<file path="config.mk">
export PLATFORM = sky130hd
export DESIGN_NAME = aps_div
export DESIGN_NICKNAME = d
export VERILOG_FILES = /design/src/rtl/core/aps_pkg.sv /design/src/rtl/core/aps_div.sv
export SDC_FILE = /design/constraint.sdc
export NUM_CORES = 1
export LEC_CHECK = 0
export BUFFER_PORTS_ARGS = -buffer_cell sky130_fd_sc_hd__buf_2
export CORE_UTILIZATION = 52
export CTS_CLUSTER_DIAMETER = 200
export CTS_CLUSTER_SIZE = 12
export DETAILED_ROUTE_END_ITERATION = 8
export MAX_ROUTING_LAYER = met4
export PLACE_DENSITY = 0.85
export SLEW_MARGIN = 15
export SYNTH_ARGS = -nofsm -noshare
export SYNTH_HDL_FRONTEND = slang
export SYNTH_SLANG_ARGS = --single-unit
</file>
<file path="constraint.sdc">
create_clock -name clock -period 3.7 [get_ports clock]
set_input_delay 0.185 -clock clock [delete_from_list [all_inputs] [get_ports clock]]
set_output_delay 0.185 -clock clock [all_outputs]
set_load 0.05 [all_outputs]
</file>
<file path="src/rtl/core/aps_pkg.sv">
// shared types and constants for the aging pool with timed expiry
package aps_pkg;

   localparam int LINK_W = 7;
   localparam int NUM_W = 40;
   localparam logic [31:0] DEFAULT_LIFETIME = 32'd20000;

   localparam logic OP_ALLOC = 1'b0;
   localparam logic OP_SWEEP = 1'b1;
   localparam logic KIND_ALLOC = 1'b0;
   localparam logic KIND_LIVE = 1'b1;

   typedef enum logic [3:0] {
      ST_IDLE,
      ST_A_CHECK,
      ST_EV_RD,
      ST_EV_CHK,
      ST_EV_W2,
      ST_POP_RD,
      ST_POP_W,
      ST_LINK,
      ST_S_RD,
      ST_S_EVAL,
      ST_S_UNL2,
      ST_S_MUL,
      ST_S_DIV,
      ST_S_WB,
      ST_S_END
   } state_type;

   typedef struct packed {
      logic [30:0] stamp;
      logic [31:0] life;
      logic [15:0] handle;
      logic [31:0] color;
      logic [31:0] shown;
      logic        fade;
   } entry_type;

   typedef struct packed {
      logic              we;
      logic [LINK_W-1:0] addr;
      logic [LINK_W-1:0] data;
   } link_wr_type;

   typedef struct packed {
      logic [LINK_W-1:0] newer;
      logic [LINK_W-1:0] older;
      logic [LINK_W-1:0] free;
   } link_rd_type;

   typedef struct packed {
      logic        opcode;
      logic [30:0] now;
      logic [31:0] life;
      logic        fade;
      logic [15:0] handle;
      logic [31:0] color;
   } req_type;

   typedef struct packed {
      logic        kind;
      logic [5:0]  slot;
      logic [15:0] handle;
      logic [31:0] color;
      logic [6:0]  evicted;
      logic        last;
   } result_type;

endpackage

</file>
<file path="src/rtl/core/aps_div.sv">
// bit-serial restoring divider for an 8-bit quotient
module aps_div
   import aps_pkg::*;
(
   input  logic             clock,
   input  logic             reset,
   input  logic             start,
   input  logic [NUM_W-1:0] num,
   input  logic [31:0]      den,
   output logic             done,
   output logic [7:0]       quo
);
   logic        busy_ff, busy_in;
   logic        done_ff, done_in;
   logic [2:0]  cnt_ff, cnt_in;
   logic [31:0] rem_ff, rem_in;
   logic [7:0]  q_ff, q_in;
   logic [32:0] sh;
   logic        ge;

   always_comb begin
      sh = {rem_ff, q_ff[7]};
      ge = sh >= {1'b0, den};
      busy_in = busy_ff;
      done_in = 1'b0;
      cnt_in = cnt_ff;
      rem_in = rem_ff;
      q_in = q_ff;
      if (start) begin
         busy_in = 1'b1;
         cnt_in = 3'd7;
         rem_in = num[NUM_W-1:8];
         q_in = num[7:0];
      end else if (busy_ff) begin
         rem_in = ge ? 32'(sh - {1'b0, den}) : sh[31:0];
         q_in = {q_ff[6:0], ge};
         cnt_in = cnt_ff - 3'd1;
         if (cnt_ff == 3'd0) begin
            busy_in = 1'b0;
            done_in = 1'b1;
         end
      end
   end

   always_ff @(posedge clock) begin
      if (reset) begin
         busy_ff <= 1'b0;
         done_ff <= 1'b0;
      end else begin
         busy_ff <= busy_in;
         done_ff <= done_in;
      end
      cnt_ff <= cnt_in;
      rem_ff <= rem_in;
      q_ff <= q_in;
   end

   assign done = done_ff;
   assign quo = q_ff;
endmodule

</file>
# After elaboration in Yosys (flattened, before gate mapping)
# Cells that the tools add are included.
[word_totals]
regBits = 45
input_bits = 75
out_inout_bits = 9
[classes]
addsub = 2
magnitude_cmp = 1
muxes = 9
n_bitwise = 1
n_reduce_logical = 3
[op_table]
columns = ["op", "n"]
rows = [
  ["32-bit 2-to-1 mux", 3],
  ["33-bit by 32-bit greater-or-equal comparator with 1-bit output", 1],
  ["32-bit subtractor", 1],
  ["8-bit 2-to-1 mux", 2],
  ["1-bit 2-to-1 mux", 4],
  ["3-bit logical NOT", 1],
  ["3-bit OR reduction", 1],
  ["3-bit by 1-bit subtractor with 3-bit output, second input constant", 1],
  ["2-bit nonzero test", 1],
  ["1-bit NOT", 1],
]

# Longest topological paths before layout
[depth]
word_depth = 4
mapped_depth = 13
mapped_depth_nobuf = 12

# Worst setup path before layout
# Ideal clock, no wire load.
[synth_timing]
path_type = "register -> register"
startpoint = "register q_ff[7], in the netlist quo[7]"
endpoint = "register rem_ff[28] (data pin)"
t_arrival_ns = 3.239
setup_slack_ns = 0.281
path_stages_with_launch = 13
n_path_buf = 0
cell_sequence = "edfxtp_1 > inv_1 > ha_1 > inv_1 > fa_1 > a21o_1 > a221oi_1 > o21a_1 > o2111ai_1 > a21o_1 > a41oi_1 > mux2_2 > a221oi_1"
[synth_between]
elab_chain_len = 4
[synth_rtl]
columns = ["item", "line_no", "source"]
rows = [
  ["from (decl)", "aps_div.sv:17", "logic [7:0] q_ff, q_in;"],
  ["from (signal assigned)", "aps_div.sv:55", "q_ff <= q_in;"],
  ["32-bit subtractor or 33-bit by 32-bit greater-or-equal comparator with 1-bit output (tied branches)", "aps_div.sv:35, aps_div.sv:23", ""],
  ["32-bit 2-to-1 mux (*)", "aps_div.sv:35", "rem_in = ge ? 32'(sh - {1'b0, den}) : sh[31:0];"],
  ["32-bit 2-to-1 mux (*)", "aps_div.sv:34", "end else if (busy_ff) begin"],
  ["32-bit 2-to-1 mux (*)", "aps_div.sv:29", "if (start) begin"],
  ["named net rem_in[28]", "aps_div.sv:16", "logic [31:0] rem_ff, rem_in;"],
  ["to (signal assigned)", "aps_div.sv:54", "rem_ff <= rem_in;"],
  ["to (decl)", "aps_div.sv:16", ""],
]
# The timed path passes the listed nets; every way through them passes the cells marked *. The select of a mux whose other input is x is not followed.
# A chain may end at the register's enable or synchronous reset.

# Worst setup path after layout
[layout_timing]
startpoint = "register rem_ff[0]"
endpoint = "register rem_ff[14] (data pin)"
[layout_between]
elab_chain_len = 4
[layout_rtl]
columns = ["item", "line_no"]
rows = [
  ["32-bit subtractor or 33-bit by 32-bit greater-or-equal comparator with 1-bit output (tied branches)", "aps_div.sv:35, aps_div.sv:23"],
  ["32-bit 2-to-1 mux (*)", "aps_div.sv:35"],
  ["32-bit 2-to-1 mux (*)", "aps_div.sv:34"],
  ["32-bit 2-to-1 mux (*)", "aps_div.sv:29"],
  ["named net rem_in[14]", "aps_div.sv:16"],
]
# Marks and branches as above.

==> flow_summary.ini <==
[status]
outcome = complete, no violations

[worst_setup_path]
startpoint_type = flop
critPathCaptureType = flop
reg2reg_from = rem_ff[0]
path_max_fanout = 19
crit_start = rem_ff[0]
arrival_ns = 3.45
rr_worst_depth = 10
critPathKind = reg2reg
required_ns = 3.73
rrSetupSlack_ns = 0.29
reg2reg_to = rem_ff[14]

[global_route]
grt-ovfl-total = 0
grt_pass1_wl_um = 17280
track_usage_pct = 26.41
grt_pass1_vias = 3775
antenna_found_initial = 0
grt_max_degree = 47

[cts]
cts_root_buf = clkbuf_8
cts_num_sinks = 45
cts_tree = done
cts_max_level = 2
insertion_delay_ns = 0.31
cts_made_buffers = 5
clockBufferDepth = 2
clk_pin_slew_ns = 0.10
cts_setup_buffers = 0

[die]
die_h_um = 90.47
coreArea_mm2 = 0.007408
dieArea_mm2 = 0.008185
start_util_pct = 54.94
chipWidth_um = 90.47
io_pins = 84
rows = 31

[power]
p_per_area_mw_per_mm2 = 604.5
p_leak_nw = 2.181
peakVddDrop_uv = 271.6

[layout]
final_cell_mix = buf_2, a21oi_1, inv_1
final_common_cell = buf_2
final_nets = 650
stdcell_area_mm2 = 0.004677
n_fill_cell = 672
multi_input_area_mm2 = 0.002505
diodes = 0
drive_gt1_share_pct = 21.44
area_delta_synth_final_pct = 14.91
ff_latch_area_mm2 = 0.001301

[yosys]
syn_area_mm2 = 0.004070
synth_top_family_by_area = compound AO/OA/AOI/OAI gates
synth_xor_area_share_pct = 4.519
synth-edff-count = 40
synthSimpleGateAreaFrac_pct = 14.60
ys_types = 59
synth_compound_area_share_pct = 22.90
syn_area_per_cell_um2 = 8.791
synth-seq-cells = 45
synth_fa_ha_area_share_pct = 10.94
yosysWarnings = 0
ys.flop_type = edfxtp_1
netlist_instances = 463
synth_mux_area_share_pct = 8.423
async_flop_share_pct = 0
seq_area_frac_synth_pct = 31.97
syn_nets = 573

[timing]
hold_ws_ns = 0.04796
finalSetupViolations = 0
hold_violations = 0
fmaxAchievable_ghz = 0.2929
final.setup.tns_ns = 0
period_share_pct = 92.28
post-route-min-period_ns = 3.415
rsz0062_at_grt = no
worst_slew_pin_slew_ns = 1.013
maxSlewViolCount = 0
slew_headroom_pct = 32.49
skew_ns = 0.01096

[job]
max_cap_viol_count = 0

[drt]
drc = 0
initialDrtViolationCount = 217
post_drt_wl_per_cell_um = 16.03
vias = 3747
dr.pass1.iters = 7
wirelength_um = 10260
viasPerCell = 5.855
ant_nets = 0

[hold_path]
hold_end = busy_ff
whs_path_depth = 2
hp-class = in2reg
hp-start = reset

[place]
gp_congestion = 0.9504
io_buffer_count = 83
hpwlAfterDp_um = 7857
placed_cell_area_mm2 = 0.004561
[worst max-delay path, stage by stage (launching register included)]
cell	delay, ns
edfxtp_1	0.45
ha_1	0.32
nor2b_1	0.15
o31ai_1	0.36
a21oi_1	0.23
a211oi_2	0.45
o2111ai_4	0.27
nand2_4	0.30
buf_4	0.27
mux2i_1	0.25
a21oi_1	0.09
[logic make-up (layout without fill, tap and decap cells)]
| family | after synthesis | count (layout) |
|---|---|---|
| AOI/OAI and AO/OA | 142 | 142 |
| and+or+nand+nor | 121 | 121 |
| buffers and inverters | 66 | 144 |
| DFF | 45 | 45 |
| adders and majority gates | 35 | 35 |
| muxes | 33 | 33 |
| xor gates and xnor gates | 21 | 21 |
[where the power goes]
group          total (W)  switching (W)  internal (W)
Sequential      0.000782      0.0000670      0.000715
Combinational    0.00168       0.000971      0.000706
Clock           0.000369       0.000194      0.000176
[Yosys cell counts, types with 2 or more instances]
library cell   n  area, um2
ha_1          34      425.4
mux2_2        10      112.6
nand2_1       29      108.9
a211oi_1       3      22.52
nor2b_1        4      25.02
a21boi_0       3      22.52
a22oi_1        2      15.01
nand3_1        9      45.04
o211ai_1       3      22.52
a21oi_1       48      240.2
dfxtp_1        5      100.1
and2_1         2      12.51
a21o_1        14      105.1
o21ai_0       23      115.1
a2bb2oi_1      3      26.28
mux2i_1       23      230.2
a221oi_1       3      26.28
and3_1         6      37.54
nand2b_1       5      31.28
edfxtp_1      40       1201
nor2_1        38      142.6
nor3_1         5      25.02
o31ai_1        3      22.52
clkbuf_1      14      52.55
buf_6          2      22.52
buf_4          2      15.01
a221o_1        4      40.04
xor2_1        10      87.58
or3_1          4      25.02
o21a_1         7      52.55
a41oi_1        2      17.52
nand4_1        7      43.79
or2_2          2      12.51
o21ai_1        3      15.01
nor4_1         2      12.51
inv_1         46      172.7
xnor2_1       11      96.34
a32oi_1        4      35.03
a31oi_1        4      25.02
o21bai_1       3      22.52
o2111ai_1      2      17.52
nor3b_1        2      15.01
[state kept, by name, summed over array words and instances, names as in the netlist]
name / flops
rem_ff: 32
quo: 8
busy_ff: 1
done: 1
cnt_ff: 3
[layer usage]
metal  global-route usage (%)  wire length [um]  vias up
met3                    3.451               572       22
met2                    43.88              4933      139
met1                    33.65              4550     1731
li1                         -                 -     1855
met5                        -                 0        -
met4                    7.527               205        0
[timing repair]
item	CTS	global route
hold buffers	0	0
endpoints found under the setup margin	0	1
gates resized for setup	0	1
[cell type report]
cell class	instances	area share, %
well taps	99	2.648
multi-input cells	352	53.56
inverters	47	3.772
clock buffers	6	2.006
clock inverters	2	0.3478
repair buffers	89	9.845
flip-flops and latches	45	27.82
[per-stage QoR]
step	setup slack, ns	power [W]	utilization, %	cells
after floorplan	0.2808	0.002068	-	463
after global placement	0.3900	0.002373	61.56	632
after detailed placement	0.2488	0.002439	61.56	632
after CTS	0.2284	0.002816	63.05	640
after global routing	0.07160	0.003037	63.13	640
final	0.2855	0.002827	63.13	640
[how the worst max path moves through the flow]
stage	endpoint	slack, ns	cells after the start
5_1_grt	rem_ff[14]	0.07	10
2_1_floorplan	rem_ff[28]	0.28	12
3_5_place_dp	rem_ff[28]	0.25	12
3_3_place_gp	rem_ff[28]	0.39	12
6_report	rem_ff[14]	0.29	10
4_1_cts	rem_ff[28]	0.23	12
Note: power is estimated with default switching activity, not from simulation.
