### src/rtl/core/aps_pkg.sv
// shared types and constants for the aging pool with timed expiry
package aps_pkg;

   localparam int LINK_W = 7;
   localparam int NUM_W = 40;
   localparam logic [31:0] DEFAULT_LIFETIME = 32'd20000;

   localparam logic OP_ALLOC = 1'b0;
   localparam logic OP_SWEEP = 1'b1;
   localparam logic KIND_ALLOC = 1'b0;
   localparam logic KIND_LIVE = 1'b1;

   typedef enum logic [3:0] {
      ST_IDLE,
      ST_A_CHECK,
      ST_EV_RD,
      ST_EV_CHK,
      ST_EV_W2,
      ST_POP_RD,
      ST_POP_W,
      ST_LINK,
      ST_S_RD,
      ST_S_EVAL,
      ST_S_UNL2,
      ST_S_MUL,
      ST_S_DIV,
      ST_S_WB,
      ST_S_END
   } state_type;

   typedef struct packed {
      logic [30:0] stamp;
      logic [31:0] life;
      logic [15:0] handle;
      logic [31:0] color;
      logic [31:0] shown;
      logic        fade;
   } entry_type;

   typedef struct packed {
      logic              we;
      logic [LINK_W-1:0] addr;
      logic [LINK_W-1:0] data;
   } link_wr_type;

   typedef struct packed {
      logic [LINK_W-1:0] newer;
      logic [LINK_W-1:0] older;
      logic [LINK_W-1:0] free;
   } link_rd_type;

   typedef struct packed {
      logic        opcode;
      logic [30:0] now;
      logic [31:0] life;
      logic        fade;
      logic [15:0] handle;
      logic [31:0] color;
   } req_type;

   typedef struct packed {
      logic        kind;
      logic [5:0]  slot;
      logic [15:0] handle;
      logic [31:0] color;
      logic [6:0]  evicted;
      logic        last;
   } result_type;

endpackage

### src/rtl/core/aps_link_mem.sv
// newer, older and free link memories with free stack reset by valid bits
module aps_link_mem
   import aps_pkg::*;
#(
   parameter int POOL_SIZE = 64
) (
   input  logic              clock,
   input  logic              reset,
   input  link_wr_type       newer_wr,
   input  link_wr_type       older_wr,
   input  link_wr_type       free_wr,
   input  logic [LINK_W-1:0] rd_addr,
   input  logic [LINK_W-1:0] free_rd_addr,
   output link_rd_type       rd_data
);
   localparam int IW = $clog2(POOL_SIZE);

   logic [LINK_W-1:0] newer_mem [POOL_SIZE];
   logic [LINK_W-1:0] older_mem [POOL_SIZE];
   logic [LINK_W-1:0] free_mem [POOL_SIZE];
   logic [POOL_SIZE-1:0] free_valid_ff;
   logic [LINK_W-1:0] newer_rd_ff, older_rd_ff, free_rd_ff, free_addr_ff;
   logic              free_vld_rd_ff;

   always_ff @(posedge clock) begin
      if (newer_wr.we) begin
         newer_mem[newer_wr.addr[IW-1:0]] <= newer_wr.data;
      end
      if (older_wr.we) begin
         older_mem[older_wr.addr[IW-1:0]] <= older_wr.data;
      end
      if (free_wr.we) begin
         free_mem[free_wr.addr[IW-1:0]] <= free_wr.data;
      end
      newer_rd_ff <= newer_mem[rd_addr[IW-1:0]];
      older_rd_ff <= older_mem[rd_addr[IW-1:0]];
      free_rd_ff <= free_mem[free_rd_addr[IW-1:0]];
      free_vld_rd_ff <= free_valid_ff[free_rd_addr[IW-1:0]];
      free_addr_ff <= free_rd_addr;
   end

   always_ff @(posedge clock) begin
      if (reset) begin
         free_valid_ff <= '0;
      end else if (free_wr.we) begin
         free_valid_ff[free_wr.addr[IW-1:0]] <= 1'b1;
      end
   end

   // an unwritten free link points at the next slot up
   assign rd_data.newer = newer_rd_ff;
   assign rd_data.older = older_rd_ff;
   assign rd_data.free = free_vld_rd_ff ? free_rd_ff : free_addr_ff + LINK_W'(1);
endmodule

### config.mk
export PLATFORM = sky130hd
export DESIGN_NAME = aps_link_mem
export DESIGN_NICKNAME = d
export VERILOG_FILES = /design/src/rtl/core/aps_pkg.sv /design/src/rtl/core/aps_link_mem.sv
export SDC_FILE = /design/constraint.sdc
export NUM_CORES = 1
export LEC_CHECK = 0
export BUFFER_PORTS_ARGS = -buffer_cell sky130_fd_sc_hd__buf_2
export CORE_ASPECT_RATIO = 1.5
export CORE_MARGIN = 5
export CORE_UTILIZATION = 37
export CTS_CLUSTER_DIAMETER = 40
export DETAILED_ROUTE_END_ITERATION = 10
export PLACE_DENSITY = 0.63
export SLEW_MARGIN = 20
export SYNTH_ARGS = -nofsm -noshare
export SYNTH_HDL_FRONTEND = slang
export SYNTH_SLANG_ARGS = --single-unit
### constraint.sdc
create_clock -name clock -period 1.85 [get_ports clock]
set_clock_uncertainty 0.1 [all_clocks]
set_input_delay 0.185 -clock clock [delete_from_list [all_inputs] [get_ports clock]]
set_output_delay 0.185 -clock clock [all_outputs]
set_load 0.1 [all_outputs]
=== Word-level counts from Yosys, hierarchy flattened ===
Memory sizes are Yosys's and may differ from the RTL's. A register that Yosys moved wholly into a read port is not among the register bits.
Index checks and enable logic that the tools add are counted.

* Register bits: 72
* Latch bits: 0
* RAM bits: 1344
* Bits in read-only memories: 0
* Input port bits: 61
* Output and inout bits: 21
* Memories: 3

{| class="wikitable"
|+ Memories
! name !! words !! bits a word !! read ports !! clocked after Yosys merged registers in !! write ports !! RTL line !! text
|-
| free_mem || 64 || 7 || 1 || 1 || 1 || aps_link_mem.sv:20 || <nowiki>logic [LINK_W-1:0] free_mem [POOL_SIZE];</nowiki>
|-
| newer_mem || 64 || 7 || 1 || 1 || 1 || aps_link_mem.sv:18 || <nowiki>logic [LINK_W-1:0] newer_mem [POOL_SIZE];</nowiki>
|-
| older_mem || 64 || 7 || 1 || 1 || 1 || aps_link_mem.sv:19 || <nowiki>logic [LINK_W-1:0] older_mem [POOL_SIZE];</nowiki>
|}

* Add/sub/neg operators: 1
* Multipliers: 0
* Divide/modulo/power cells: 0
* Magnitude comparators: 3
* Equality and inequality tests: 0
* Shift operators: 0
* Muxes and demuxes: 11
* Bitwise operators: 1
* Reduce and logical (&&, ||, !) cells: 1

{| class="wikitable"
|+ Operators by type and width
! cell !! number
|-
| $or A64 B64 Y64 || 1
|-
| $lt A6 B7 Y1 const B || 2
|-
| $mux W1 || 8
|-
| $add A7 B1 Y7 const B || 1
|-
| $mux W7 || 1
|-
| $bmux W1 S6 || 1
|-
| $demux W1 S6 || 1
|-
| $ge A6 B1 Y1 const B || 1
|-
| $logic_and A1 B1 Y1 || 1
|}

=== Depth between registers and ports, before layout ===
* Word-level depth: 5
* Gate-level depth with buffers: 9

=== Worst setup path before layout ===
OpenSTA, ideal clock, no wires.

* Path type: flip-flop to output port
* Start point: reg free_addr_ff[0]
* End point: out rd_data[6] in the netlist's numbering
* Arrival time: 2.907 ns
* Path slack: -1.342 ns
* Stages on the path, launching flop included: 6
* Path through: dfxtp_1 ha_1 nand3_1 nor2_1 xnor2_1 o21ai_0

{| class="wikitable"
|+ RTL lines
! item !! RTL line !! text
|-
| start: declaration || aps_link_mem.sv:22 || <nowiki>logic [LINK_W-1:0] newer_rd_ff, older_rd_ff, free_rd_ff, free_addr_ff;</nowiki>
|-
| start signal: assignment || aps_link_mem.sv:39 || <nowiki>free_addr_ff <= free_rd_addr;</nowiki>
|-
| end: declaration || aps_link_mem.sv:14 || <nowiki>output link_rd_type rd_data</nowiki>
|}

==> run_results.csv <==
group,metric,value,unit
route,wl,132000,um
route,drc,0,
clock_network,cts_root_buf,"clkbuf_16",
route,ant_nets,0,
route,dr.pass1.iters,5,
clock_network,cts_buffers,149,
flow_run,cap_viol_max_count,0,
cells_and_area,most-common-layout-cells,"edfxtp_1, buf_4, mux4_2",
synthesis,ys_seq_elements,1437,
placed_design,placed_area,61800,um^2
cells_and_area,fillCellCount,12600,
grt,grt.overflow.total,0,
sta,fin_tns_setup,-2.53,ns
sta,period_share,125,%
setup_path,cp-start-kind,"flop",
setup_path,worstPathMaxFanout,3,
placed_design,place_congestion,0.847,
power_and_ir_drop,cellPowerDensity,1050,nW/um^2
cells_and_area,final_nets,3373,
synthesis,syn_inst,2688,
die,dieArea,158000,um^2
clock_network,clk_pin_slew,0.06,ns
sta,finalCriticalPeriod,2.32,ns
clock_network,cts_tree,"done",
clock_network,clkLatencyLatePin,0.76,ns
placed_design,port-buffer-count,77,
hold_path,hp-class,"primary input to flop",
sta,setup_viol,7,
grt,grtUsageTotal,16.6,%
cells_and_area,area_growth,21.8,%
grt,grt_max_degree,65,
setup_path,critPathKind,"flop to output pin",
setup_path,cp.required,1.56,ns
synthesis,yosysUniqueCellTypes,52,
sta,hold-worst-slack,0.0435,ns
power_and_ir_drop,max-vdd-ir-drop,0.000797,V
synthesis,synth_warnings,0,
setup_path,crit_path_end_kind,"output pin",
cells_and_area,final_area,67800,um^2
grt,grt_pass1_wl,196000,um
synthesis,synth_ff_type,"edfxtp_1",
cells_and_area,layout_commonest_cell,"edfxtp_1",
die,fp.dieH,485,um
route,drt_iter0_drc,2084,
synthesis,synth.area.top_cells,"edfxtp_1, mux4_2, dfxtp_1, nor2_1, mux2i_1",
synthesis,syn-cell-area,55600,um^2
synthesis,synth_top_area_share,72.6,%
synthesis,syn_nets,2750,
synthesis,yosysSeqAreaShare,75.9,%
grt,grt_use_met3,2.72,%
status,violations,"setup timing",
route,vias,28100,
sta,max_freq,0.431,GHz
sta,slew_viol_final,0,
clock_network,cts_num_sinks,1437,
die,std_cell_rows,174,
synthesis,synth_edf_count,1344,
clock_network,htreeDepth,4,
die,core_region_area,150000,um^2
power_and_ir_drop,leakage,0.0224,uW
grt,grtUsageMet1,18.3,%
status,outcome,"finished with violations",
sta,setup_slack,-0.469,ns
grt,globalRoute.busiestLayer,"met2",
die,start_util,37.1,%
placed_design,place_ws,-0.654,ns
sta,tightestPinTransition,0.947,ns
die,ios,82,
cells_and_area,drive_above_1_share,35.7,%
clock_network,cts_buffer_depth,3,
grt,grt_pass1_vias,29900,
route,routedWlPerCell,24.6,um
die,fp.dieW,327,um
sta,max_slew_margin,36.9,%
grt,gr-usage-met2,31.7,%
placed_design,dp_hpwl,89400,um
setup_path,arrival,2.03,ns
synthesis,ys_async_sr_fraction,0,%
grt,antenna_found_initial,2,
sta,report.final.hold_viol_count,0,
route,routed_via_density,5.24,
synthesis,synth_top_cell_by_area,"edfxtp_1",
synthesis,avgSynthCellArea,20.7,um^2
sta,rsz0062_at_grt,"true",
==> worst max-delay path: stages, from the launching register on <==
cell	delay, ns
dfxtp_4	0.36
and3_4	0.20
nand3_4	0.08
xor2_2	0.16
o21ai_2	0.25
buf_12	0.22
==> per-stage QoR <==
stage	utilization (%)	std cells	power (uW)
floorplan	-	2688	39000
global placement	41.3	5050	41000
detailed placement	41.3	5050	41000
CTS	45.1	5367	71600
global route	45.2	5369	73300
finish	45.2	5370	71000
==> power breakdown <==
group	total, uW	internal, uW	leakage, uW	switching (uW)
Sequential	35900	35800	0.0129	120
Clock	30400	17800	0.00245	12600
Combinational	4640	1880	0.00714	2760
Total	71000	55500	0.0224	15500
==> cells in the mapped netlist, drive strengths merged, types with 3 or more instances <==
| cell | instances |
|---|---|
| a311oi | 3 |
| nand2 | 34 |
| nand3b | 10 |
| nand4 | 4 |
| a211oi | 16 |
| o32ai | 8 |
| nor2 | 340 |
| clkbuf | 47 |
| or3b | 8 |
| a211o | 5 |
| and2 | 4 |
| a21o | 8 |
| dfxtp | 93 |
| o21ai | 22 |
| xnor2 | 3 |
| nor2b | 28 |
| a2111oi | 4 |
| a31o | 3 |
| nand2b | 11 |
| a22o | 11 |
| buf | 101 |
| edfxtp | 1344 |
| a22oi | 17 |
| a221oi | 6 |
| a32o | 5 |
| o221ai | 33 |
| a21oi | 14 |
| nor3 | 5 |
| mux2i | 84 |
| o22ai | 27 |
| nand3 | 19 |
| or3 | 6 |
| mux4 | 354 |
==> cells by family after synthesis <==
logic type / share of synthesized area [%]
DFF: 75.9
xor gates and xnor gates: 0.0787
AOI/OAI and AO/OA: 2.45
buffers and inverters: 1.84
muxes: 16.0
and+or+nand+nor: 3.66
adders and majority gates: 0.0225
==> layout make-up <==
class | instances | area (um^2) | share of cell area (%)
diodes | 1 | 2.50 | 0.00369
clock buffers | 181 | 3980 | 5.88
clock inverters | 92 | 1060 | 1.56
inverters | 1 | 3.75 | 0.00554
multi-input cells | 1102 | 12700 | 18.8
flip-flops and latches | 1437 | 42200 | 62.3
well taps | 1936 | 2420 | 3.57
repair buffers | 620 | 5320 | 7.86
==> what timing repair did <==
item,4_1_cts,5_1_grt
pin swaps,21,17
resized for setup,68,43
endpoints found under the setup margin,38,48
endpoints found under the hold margin,809,192
hold buffers,40,3
buffers inserted,4,0
cloned,1,0
==> worst paths after layout <==
check                                  startpoint  slack (ns)           endpoint  cells past startpoint
worst max register to register    free_mem[22][4]        0.01      free_rd_ff[4]                      6
worst min-delay path                  newer_wr[5]        0.04   newer_mem[13][5]                      1
worst min register to register  free_valid_ff[34]        0.36  free_valid_ff[34]                      2
worst max-delay path              free_addr_ff[0]       -0.47         rd_data[5]                      5
==> state kept, by name (all words and copies together) (netlist names), 7 cells and up <==
name	flops
free_mem	448
newer_mem	448
older_mem	448
free_valid_ff	64
free_addr_ff	7
free_rd_ff	7
newer_rd_ff	7
older_rd_ff	7
==> routing by layer <==
layer / routed length [um] / part of all wire [%] / vias to the layer above
met5: 13 / 0.0098 / -
li1: - / - / 12300
met4: 5000 / 3.8 / 2
met3: 5950 / 4.5 / 232
met2: 74200 / 56 / 782
met1: 46900 / 36 / 14800
Power figures use the tool's default switching activity.
